$ cat src/hdl/pthc_pkg.sv
`timescale 1ns / 1ps
// Package for the pressure/temperature/humidity compensation core.
// Holds the beat and coefficient types, sequencer codes and fixed constants.
// It has no dependencies.
package pthc_pkg;

   typedef struct packed {
      logic [19:0] raw_temperature;
      logic [19:0] raw_pressure;
      logic [15:0] raw_humidity;
   } req_type;

   typedef struct packed {
      logic signed [31:0] temperature_centi;
      logic signed [31:0] fine_temperature;
      logic [31:0]        pressure_q24_8;
      logic               pressure_valid;
      logic [16:0]        humidity_q22_10;
   } rsp_type;

   typedef struct packed {
      logic [15:0] t1;
      logic [15:0] t2;
      logic [15:0] t3;
      logic [15:0] p1;
      logic [15:0] p2;
      logic [15:0] p3;
      logic [15:0] p4;
      logic [15:0] p5;
      logic [15:0] p6;
      logic [15:0] p7;
      logic [15:0] p8;
      logic [15:0] p9;
      logic [7:0]  h1;
      logic [15:0] h2;
      logic [7:0]  h3;
      logic [15:0] h4;
      logic [15:0] h5;
      logic [7:0]  h6;
   } cfg_type;

   localparam int CSR_DATA_W = 64;
   localparam int CSR_INDEX_W = 3;

   localparam logic [2:0] CSR_TEMP = 3'd0;
   localparam logic [2:0] CSR_PRESS_LOW = 3'd1;
   localparam logic [2:0] CSR_PRESS_HIGH = 3'd2;
   localparam logic [2:0] CSR_PRESS_NINE = 3'd3;
   localparam logic [2:0] CSR_HUM_LOW = 3'd4;
   localparam logic [2:0] CSR_HUM_HIGH = 3'd5;

   typedef enum logic [2:0] {
      BK_IDLE,
      BK_ISSUE,
      BK_MUL,
      BK_DIV,
      BK_PUSH
   } bk_state_type;

   typedef enum logic [4:0] {
      T_V1, T_DD, T_V2,
      P_XX, P_W2A, P_W2B, P_W1A, P_W1B, P_W1C, P_NUM, P_A1, P_A2, P_B,
      H_A, H_B, H_C, H_E, H_F, H_V, H_S, H_R
   } step_type;

   localparam logic [63:0] PRESS_T_OFFSET = 64'd128000;
   localparam logic [63:0] PRESS_RAW_BASE = 64'd1048576;
   localparam logic [63:0] PRESS_SCALE = 64'd3125;
   localparam logic [63:0] PRESS_W1_BIAS = 64'h0000_8000_0000_0000;
   localparam logic [31:0] HUM_T_OFFSET = 32'd76800;
   localparam logic [31:0] HUM_LIMIT = 32'd419430400;
   localparam logic [31:0] HUM_ROUND_A = 32'd16384;
   localparam logic [31:0] HUM_BIAS_E = 32'd2097152;
   localparam logic [31:0] HUM_ROUND_F = 32'd8192;
   localparam logic [31:0] HUM_BIAS_C = 32'd32768;
   localparam logic [31:0] TEMP_ROUND = 32'd128;

   function automatic logic [63:0] sx16_64(input logic [15:0] v);
      return {{48{v[15]}}, v};
   endfunction

   function automatic logic [63:0] sx32_64(input logic [31:0] v);
      return {{32{v[31]}}, v};
   endfunction

   function automatic logic [31:0] sx16_32(input logic [15:0] v);
      return {{16{v[15]}}, v};
   endfunction

endpackage

$ cat src/hdl/pthc_front.sv
`timescale 1ns / 1ps
// Front end: calibration registers and a two-entry queue of accepted sample beats.
// Depends on pthc_pkg.
module pthc_front (
   input  logic                               clock,
   input  logic                               reset,
   input  logic                               req_valid,
   output logic                               req_stall,
   input  pthc_pkg::req_type                  req_data,
   input  logic                               csr_we,
   input  logic [pthc_pkg::CSR_INDEX_W-1:0]   csr_index,
   input  logic [pthc_pkg::CSR_DATA_W-1:0]    csr_data,
   output pthc_pkg::cfg_type                  cfg,
   output logic                               item_valid,
   output pthc_pkg::req_type                  item_data,
   input  logic                               item_pop
);

   logic [47:0] temp_ff, temp_in;
   logic [63:0] plow_ff, plow_in;
   logic [63:0] phigh_ff, phigh_in;
   logic [15:0] pnine_ff, pnine_in;
   logic [31:0] hlow_ff, hlow_in;
   logic [39:0] hhigh_ff, hhigh_in;

   pthc_pkg::req_type queue_ff [2];
   pthc_pkg::req_type queue_in [2];
   logic       wr_ptr_ff, wr_ptr_in;
   logic       rd_ptr_ff, rd_ptr_in;
   logic [1:0] count_ff, count_in;
   logic       push;
   logic       pop;

   always_comb begin
      temp_in = temp_ff;
      plow_in = plow_ff;
      phigh_in = phigh_ff;
      pnine_in = pnine_ff;
      hlow_in = hlow_ff;
      hhigh_in = hhigh_ff;
      if (csr_we) begin
         case (csr_index)
            pthc_pkg::CSR_TEMP:       temp_in = csr_data[47:0];
            pthc_pkg::CSR_PRESS_LOW:  plow_in = csr_data;
            pthc_pkg::CSR_PRESS_HIGH: phigh_in = csr_data;
            pthc_pkg::CSR_PRESS_NINE: pnine_in = csr_data[15:0];
            pthc_pkg::CSR_HUM_LOW:    hlow_in = csr_data[31:0];
            pthc_pkg::CSR_HUM_HIGH:   hhigh_in = csr_data[39:0];
            default:                  temp_in = temp_ff;
         endcase
      end
   end

   always_comb begin
      cfg.t1 = temp_ff[15:0];
      cfg.t2 = temp_ff[31:16];
      cfg.t3 = temp_ff[47:32];
      cfg.p1 = plow_ff[15:0];
      cfg.p2 = plow_ff[31:16];
      cfg.p3 = plow_ff[47:32];
      cfg.p4 = plow_ff[63:48];
      cfg.p5 = phigh_ff[15:0];
      cfg.p6 = phigh_ff[31:16];
      cfg.p7 = phigh_ff[47:32];
      cfg.p8 = phigh_ff[63:48];
      cfg.p9 = pnine_ff;
      cfg.h1 = hlow_ff[7:0];
      cfg.h2 = hlow_ff[23:8];
      cfg.h3 = hlow_ff[31:24];
      cfg.h4 = hhigh_ff[15:0];
      cfg.h5 = hhigh_ff[31:16];
      cfg.h6 = hhigh_ff[39:32];
   end

   assign req_stall = (count_ff == 2'd2);
   assign push = req_valid && !req_stall;
   assign pop = item_pop && (count_ff != 2'd0);
   assign item_valid = (count_ff != 2'd0);
   assign item_data = queue_ff[rd_ptr_ff];

   always_comb begin
      queue_in = queue_ff;
      wr_ptr_in = wr_ptr_ff;
      rd_ptr_in = rd_ptr_ff;
      count_in = count_ff;
      if (push) begin
         queue_in[wr_ptr_ff] = req_data;
         wr_ptr_in = ~wr_ptr_ff;
      end
      if (pop) begin
         rd_ptr_in = ~rd_ptr_ff;
      end
      if (push && !pop) begin
         count_in = count_ff + 2'd1;
      end else if (pop && !push) begin
         count_in = count_ff - 2'd1;
      end
   end

   always_ff @(posedge clock) begin
      if (reset) begin
         temp_ff <= '0;
         plow_ff <= '0;
         phigh_ff <= '0;
         pnine_ff <= '0;
         hlow_ff <= '0;
         hhigh_ff <= '0;
         wr_ptr_ff <= 1'b0;
         rd_ptr_ff <= 1'b0;
         count_ff <= 2'd0;
      end else begin
         temp_ff <= temp_in;
         plow_ff <= plow_in;
         phigh_ff <= phigh_in;
         pnine_ff <= pnine_in;
         hlow_ff <= hlow_in;
         hhigh_ff <= hhigh_in;
         wr_ptr_ff <= wr_ptr_in;
         rd_ptr_ff <= rd_ptr_in;
         count_ff <= count_in;
      end
      queue_ff <= queue_in;
   end

endmodule

$ cat config.mk
export PLATFORM = sky130hd
export DESIGN_NAME = pthc_front
export DESIGN_NICKNAME = d
export VERILOG_FILES = /design/src/hdl/pthc_pkg.sv /design/src/hdl/pthc_front.sv
export SDC_FILE = /design/constraint.sdc
export NUM_CORES = 1
export LEC_CHECK = 0
export BUFFER_PORTS_ARGS = -buffer_cell sky130_fd_sc_hd__buf_2
export CAP_MARGIN = 20
export CORE_AREA = 2 2 176 178
export DETAILED_ROUTE_END_ITERATION = 8
export DIE_AREA = 0 0 178 180
export PLACE_DENSITY = 0.76
export SLEW_MARGIN = 20
export SYNTH_ARGS = -nofsm -noshare
export SYNTH_HDL_FRONTEND = slang
export SYNTH_SLANG_ARGS = --single-unit
$ cat constraint.sdc
create_clock -name clock -period 5.9 [get_ports clock]
set_clock_uncertainty 0.15 [all_clocks]
set_input_delay 0 -clock clock [delete_from_list [all_inputs] [get_ports clock]]
set_output_delay 0 -clock clock [all_outputs]
set_load 0.05 [all_outputs]
==> results of run 1 <==
sequential cells by signal (all words and copies together) (netlist names):
| register | cells |
|---|---|
| hlow_ff | 32 |
| rd_ptr_ff | 1 |
| plow_ff | 64 |
| wr_ptr_ff | 1 |
| pnine_ff | 16 |
| temp_ff | 48 |
| phigh_ff | 64 |
| hhigh_ff | 40 |
| queue_ff | 112 |
| count_ff | 2 |
cells in the mapped netlist:
| cell type | count | area, µm² |
|---|---|---|
| xor2_1 | 3 | 26.28 |
| or4b_4 | 1 | 13.76 |
| nor2b_1 | 1 | 6.260 |
| edfxtp_1 | 112 | 3363 |
| buf_2 | 40 | 200.2 |
| o21ai_0 | 3 | 15.01 |
| dfxtp_1 | 268 | 5365 |
| nand4bb_1 | 3 | 33.78 |
| nor4bb_1 | 1 | 10.01 |
| or3_1 | 2 | 12.51 |
| nor4b_4 | 1 | 23.77 |
| clkbuf_1 | 49 | 183.9 |
| nand4b_1 | 2 | 17.52 |
| and4b_1 | 2 | 20.02 |
| buf_4 | 4 | 30.03 |
| a21oi_1 | 266 | 1331 |
| inv_1 | 2 | 7.510 |
| buf_1 | 1 | 3.750 |
| nor2_1 | 3 | 11.26 |
| ha_1 | 1 | 12.51 |
| buf_6 | 4 | 45.04 |
| and4bb_2 | 2 | 25.02 |
| mux2_2 | 56 | 630.6 |
| nand2_1 | 528 | 1982 |
| or2_2 | 1 | 6.260 |
| and2_1 | 1 | 6.260 |
path summary, 6_finish.rpt:
| kind | startpoint | end | slack (ps) |
|---|---|---|---|
| max reg2reg | count_ff[0] | queue_ff[1] | 3810 |
| min | req_data[54] | queue_ff[110] | 50 |
| min reg2reg | hlow_ff[3] | hlow_ff[3] | 300 |
| max | csr_index[2] | hlow_ff[27] | 3510 |
routing by layer:
layer  wire length [µm]  vias up  GRT usage, %  share of wire (%)
met5                  0        -             0                  0
li1                   -     5569             -                  -
met2              21500      667         44.85                 49
met1              15880     5602         29.02                 36
met3               4912      132         8.968                 11
met4               1967        0         11.87                4.4
kinds of logic (layout without fill, tap and decap cells):
logic type	after synthesis	in the layout	share of synthesized area (%)
muxes	56	56	4.712
DFF	380	380	65.22
other	0	1	0
adders and majority gates	1	1	0.09348
AOI/OAI and AO/OA	269	269	10.06
buffers and inverters	100	661	3.515
and+or+nand+nor	548	548	16.20
xor gates and xnor gates	3	3	0.1964
worst max-delay path, stage by stage:
cell	delay [ps]
dlygate4sd3_1	540
buf_2	250
nor4bb_4	470
dlygate4sd3_1	1110
nand2_1	120
a21oi_1	170
power by group through the flow:
stage / Combinational [µW] / Sequential [µW] / Clock, µW
after floorplan: 863 / 3080 / 0
after global placement: 1310 / 2950 / 0
after detailed placement: 1320 / 2960 / 0
after CTS: 1400 / 2910 / 2530
after global routing: 1480 / 2920 / 2650
final: 1410 / 2910 / 2500
stage by stage:
step / std cells / setup slack [ps] / instance area (µm²) / utilization [%]
floorplan: 1357 / 3159 / 13380 / -
global route: 2315 / 3411 / 18440 / 61.07
global placement: 2112 / 3650 / 15790 / 52.30
CTS: 2311 / 3597 / 18380 / 60.89
detailed placement: 2113 / 3720 / 15820 / 52.40
finish: 2315 / 3514 / 18440 / 61.07
layout make-up:
cell class              count  area share (%)
inverters                   2         0.05429
clock inverters            23           1.432
well taps                 396           2.687
multi-input cells         877           22.99
repair buffers            588           19.88
diodes                      1         0.01357
flip-flops and latches    380           47.35
clock buffers              48           5.585
==> flow_metrics.env, run 1 <==
export IMPL_fin_setup_tns_ps=0
export IMPL_clock_latency_ps=520
export IMPL_grt_usage_pct=26.14
export IMPL_die_x_um=178
export IMPL_die_area_um2=32040
export IMPL_ctsHoldBuffers=127
export IMPL_seqCellArea_um2=8730
export IMPL_io_pins=450
export IMPL_die_h_um=180
export IMPL_avgViaCountPerCell=5.171
export IMPL_swShare_pct=30.79
export IMPL_clkPwrFrac_pct=36.7
export IMPL_synth_distinct_cells=26
export IMPL_syn_nets=1486
export IMPL_relSlewSlack_pct=28.47
export IMPL_power_frac_seq_pct=42.7
export IMPL_total_leakage_power_uw=0.007584
export IMPL_grt_max_degree=181
export IMPL_most_common_layout_cells="528 x nand2_1, 448 x buf_2, 267 x dfxtp_1"
export IMPL_fmax_mhz=419.2
export IMPL_start_util_pct=44.33
export IMPL_ys_seq_area_share_pct=65.22
export IMPL_place_congestion=0.8350
export IMPL_nets=2017
export IMPL_start_kind="primary input"
export IMPL_cp_data_arrival_time_ps=2680
export IMPL_worst_pin_slew_ps=1073
export IMPL_drive_gt1_share_pct=30.76
export IMPL_r2r_cells=4
export IMPL_hpwl_mm=27.73
export IMPL_finalCriticalPeriod_ps=2386
export IMPL_power_density_nw_per_um2=369.6
export IMPL_crit_path_end_kind="register"
export IMPL_critPathMaxFanout=15
export IMPL_hp_class="in2reg"
export IMPL_power_switching_uw=2098
export IMPL_drt_initial_drc_count=909
export IMPL_cts_tree="built"
export IMPL_numPortBuffers=449
export IMPL_yosys_warnings=0
export IMPL_cts_inserted_buffers=39
export IMPL_antenna_found_initial=1
export IMPL_drc=0
export IMPL_finalHoldViolCount=0
export IMPL_wirelength_mm=44.26
export IMPL_outcome="complete, no violations"
export IMPL_cts_setup_buffers=0
export IMPL_holdWs_ps=52.07
export IMPL_slew_viol_final=0
export IMPL_critPathRequiredTime_ps=6200
export IMPL_p_int_uw=4717
export IMPL_syn_inst=1357
export IMPL_wire_per_inst_um=19.12
export IMPL_placementRows=64
export IMPL_synth_cell_area_um2=13380
export IMPL_crit_type="in2reg"
export IMPL_rsz0062_at_grt="false"
export IMPL_avgSynthCellArea_um2=9.862
export IMPL_p_comb_share_pct=20.6
export IMPL_p_total_uw=6815
export IMPL_clk_pin_slew_worst_paths_ps=60
export IMPL_setup_violations=0
export IMPL_cts_sinks=380
export IMPL_ys_ff_latch=380
export IMPL_peakVddDrop_mv=0.2530
export IMPL_overflow=0
export IMPL_ctsResizeCount=0
export IMPL_root_buffer="clkbuf_16"
export IMPL_holdPathStages=2
export IMPL_core_um2=30190
export IMPL_grt_pass1_vias=11687
export IMPL_multiInputGateArea_um2=4239
export IMPL_max_cap_violations=0
export IMPL_finalCritPeriodShare_pct=40.43
export IMPL_routed_via_count=11970
export IMPL_mostFrequentLayoutCell="nand2_1"
export IMPL_antenna_left=0
export IMPL_nFillCells=2372
export IMPL_synthToLayoutAreaGrowth_pct=37.76
export IMPL_grt_first_pass_wirelength_mm=64.98
export IMPL_htreeDepth=2
export IMPL_clock_path_buffers=3
export IMPL_drt_pass1_iterations=6
No activity file was read; power rests on OpenSTA's default activity.
==> run 2: changes to the inputs <==
--- a/config.mk
+++ b/config.mk
@@ -7,10 +7,10 @@
 export LEC_CHECK = 0
 export BUFFER_PORTS_ARGS = -buffer_cell sky130_fd_sc_hd__buf_2
 export CAP_MARGIN = 20
-export CORE_AREA = 2 2 176 178
+export CORE_AREA = 2 2 177 179
 export DETAILED_ROUTE_END_ITERATION = 8
-export DIE_AREA = 0 0 178 180
-export PLACE_DENSITY = 0.76
+export DIE_AREA = 0 0 179 181
+export PLACE_DENSITY = 0.75
 export SLEW_MARGIN = 20
 export SYNTH_ARGS = -nofsm -noshare
 export SYNTH_HDL_FRONTEND = slang
==> constraint.sdc (replaced) <==
create_clock -name clock -period 2.27 [get_ports clock]
set_clock_uncertainty 0.15 [all_clocks]
set_input_delay 0 -clock clock [delete_from_list [all_inputs] [get_ports clock]]
set_output_delay 0 -clock clock [all_outputs]
set_load 0.05 [all_outputs]
==> flow_metrics.env, run 2 (same netlist as run 1, synthesis figures left out) <==
export IMPL_drive_gt1_share_pct=30.82
export IMPL_crit_type="in2reg"
export IMPL_grt_max_degree=75
export IMPL_hp_class="in2reg"
export IMPL_multiInputGateArea_um2=4247
export IMPL_regMostFlops="queue_ff"
export IMPL_total_leakage_power_uw=0.007618
export IMPL_hold_path_startpoint="csr_index[0]"
export IMPL_power_switching_uw=5289
export IMPL_largest_reg_flops=112
export IMPL_slew_viol_final=0
export IMPL_p_total_uw=17270
export IMPL_drc=0
export IMPL_grt_first_pass_wirelength_mm=64.94
export IMPL_mostFrequentLayoutCell="nand2_1"
export IMPL_critPathRequiredTime_ps=2520
export IMPL_antennaDiodeCount=0
export IMPL_die_h_um=181
export IMPL_clkPwrFrac_pct=34.5
export IMPL_rsz0062_at_grt="false"
export IMPL_finalCritPeriodShare_pct=95.77
export IMPL_cts_tree="built"
export IMPL_critPathMaxFanout=48
export IMPL_hpwl_mm=28.28
export IMPL_crit_path_end_kind="register"
export IMPL_timing_final_ws_setup_ps=96.04
export IMPL_cts_setup_buffers=0
export IMPL_drt_initial_drc_count=713
export IMPL_r2r_start="count_ff[0]"
export IMPL_cts_inserted_buffers=39
export IMPL_p_int_uw=11980
export IMPL_swShare_pct=30.64
export IMPL_core_um2=30350
export IMPL_power_density_nw_per_um2=932.4
export IMPL_most_common_layout_cells="528 x nand2_1, 448 x buf_2, 267 x dfxtp_1"
export IMPL_post_place_ws_ps=458.2
export IMPL_place_congestion=0.8376
export IMPL_max_cap_violations=0
export IMPL_grt_pass1_vias=11798
export IMPL_power_frac_seq_pct=43.8
export IMPL_wl_met2_mm=21.18
export IMPL_avgViaCountPerCell=5.160
export IMPL_start_util_pct=44.10
export IMPL_placementRows=64
export IMPL_final_util_pct=61.01
export IMPL_cp_data_arrival_time_ps=2420
export IMPL_die_area_um2=32400
export IMPL_finalHoldViolCount=0
export IMPL_drt_pass1_iterations=6
export IMPL_r2r_cells=4
export IMPL_holdPathStages=5
export IMPL_nFillCells=2442
export IMPL_peakVddDrop_mv=0.6117
export IMPL_numPortBuffers=449
export IMPL_reg_largest_list="queue_ff: 112 flops, phigh_ff: 64 flops, plow_ff: 64 flops"
export IMPL_overflow=0
export IMPL_routed_via_count=11971
export IMPL_clock_latency_ps=510
export IMPL_fmax_mhz=460.0
export IMPL_seqCellArea_um2=8730
export IMPL_outcome="complete, no violations"
export IMPL_p_comb_share_pct=21.8
export IMPL_wire_per_inst_um=18.65
export IMPL_antenna_found_initial=0
export IMPL_worst_pin_slew_ps=628.6
export IMPL_start_kind="primary input"
export IMPL_finalCriticalPeriod_ps=2174
export IMPL_regToRegEndpoint="queue_ff[56]"
export IMPL_synthToLayoutAreaGrowth_pct=38.36
export IMPL_root_buffer="clkbuf_16"
export IMPL_drt_met1_wl_mm=15.91
export IMPL_grt_usage_pct=25.65
export IMPL_wl_met3_mm=4.751
export IMPL_die_x_um=179
export IMPL_fin_setup_tns_ps=0
export IMPL_cts_sinks=380
export IMPL_holdPathEnd="temp_ff[25]"
export IMPL_io_pins=450
export IMPL_routed_top_layer="met4"
export IMPL_wirelength_mm=43.26
export IMPL_clock_path_buffers=3
export IMPL_relSlewSlack_pct=58.09
export IMPL_nets=2030
export IMPL_htreeDepth=2
export IMPL_clk_pin_slew_worst_paths_ps=60
export IMPL_reg2reg_slack_ps=440
export IMPL_setup_violations=0
export IMPL_antenna_left=0
[run 2: cell count changes in the layout (fill, tap and decap cells not counted), moves of 4 or more]
cell | previous run | this run
buf_12 | 2 | 12
clkinv_2 | 6 | 2
bufinv_16 | 5 | 1
clkbuf_1 | 7 | 12
buf_4 | 8 | 13
[run 2: worst max path at each step]
stage,slack (ps),end,cells past startpoint,start
finish,100,temp_ff[43],6,csr_index[2]
global route,60,temp_ff[43],6,csr_index[2]
CTS,160,temp_ff[43],6,csr_index[2]
detailed placement,460,queue_ff[69],4,count_ff[0]
global placement,500,queue_ff[65],4,count_ff[0]
floorplan,10,queue_ff[100],3,count_ff[1]
[run 2: critical path, stage by stage]
cell and delay, ps:
dlygate4sd3_1 550, buf_2 200, or4b_4 800, nand2_1 170
a21oi_1 80, dlygate4sd3_1 590
[run 2: metrics by stage]
stage | hold WS (ps) | cells | instance area, µm²
floorplan | -51.13 | 1357 | 13400
global placement | 38.72 | 2129 | 16080
detailed placement | 42.98 | 2129 | 16080
CTS | 1.675 | 2320 | 18520
global route | 38.00 | 2320 | 18520
finish | 24.06 | 2320 | 18520
[run 2: power by group through the flow]
stage / clock network (µW) / registers, µW / logic [µW]
final: 5950 / 7560 / 3760
after global routing: 6320 / 7590 / 3940
after CTS: 6040 / 7550 / 3750
after detailed placement: 0 / 7690 / 3560
after global placement: 0 / 7670 / 3530
after floorplan: 0 / 8010 / 2260
[run 2: timing repair]
action                    CTS  global route
hold buffers              127             0
gates resized for setup     0             0
hold endpoints to repair  380             0
[run 2: final cells by class]
cell class | instances | share of cell area, %
Clock buffer | 55 | 5.933
Sequential cell | 380 | 47.15
Inverter | 2 | 0.06081
Timing Repair Buffer | 601 | 20.87
Clock inverter | 9 | 0.3784
Tap cell | 396 | 2.676
Multi-Input combinational cell | 877 | 22.93
[run 2: metal layers]
metal | up-vias | track usage (%)
met5 | - | 0
met3 | 94 | 8.565
met2 | 600 | 44.95
li1 | 5585 | -
met1 | 5692 | 28.72
met4 | 0 | 9.333
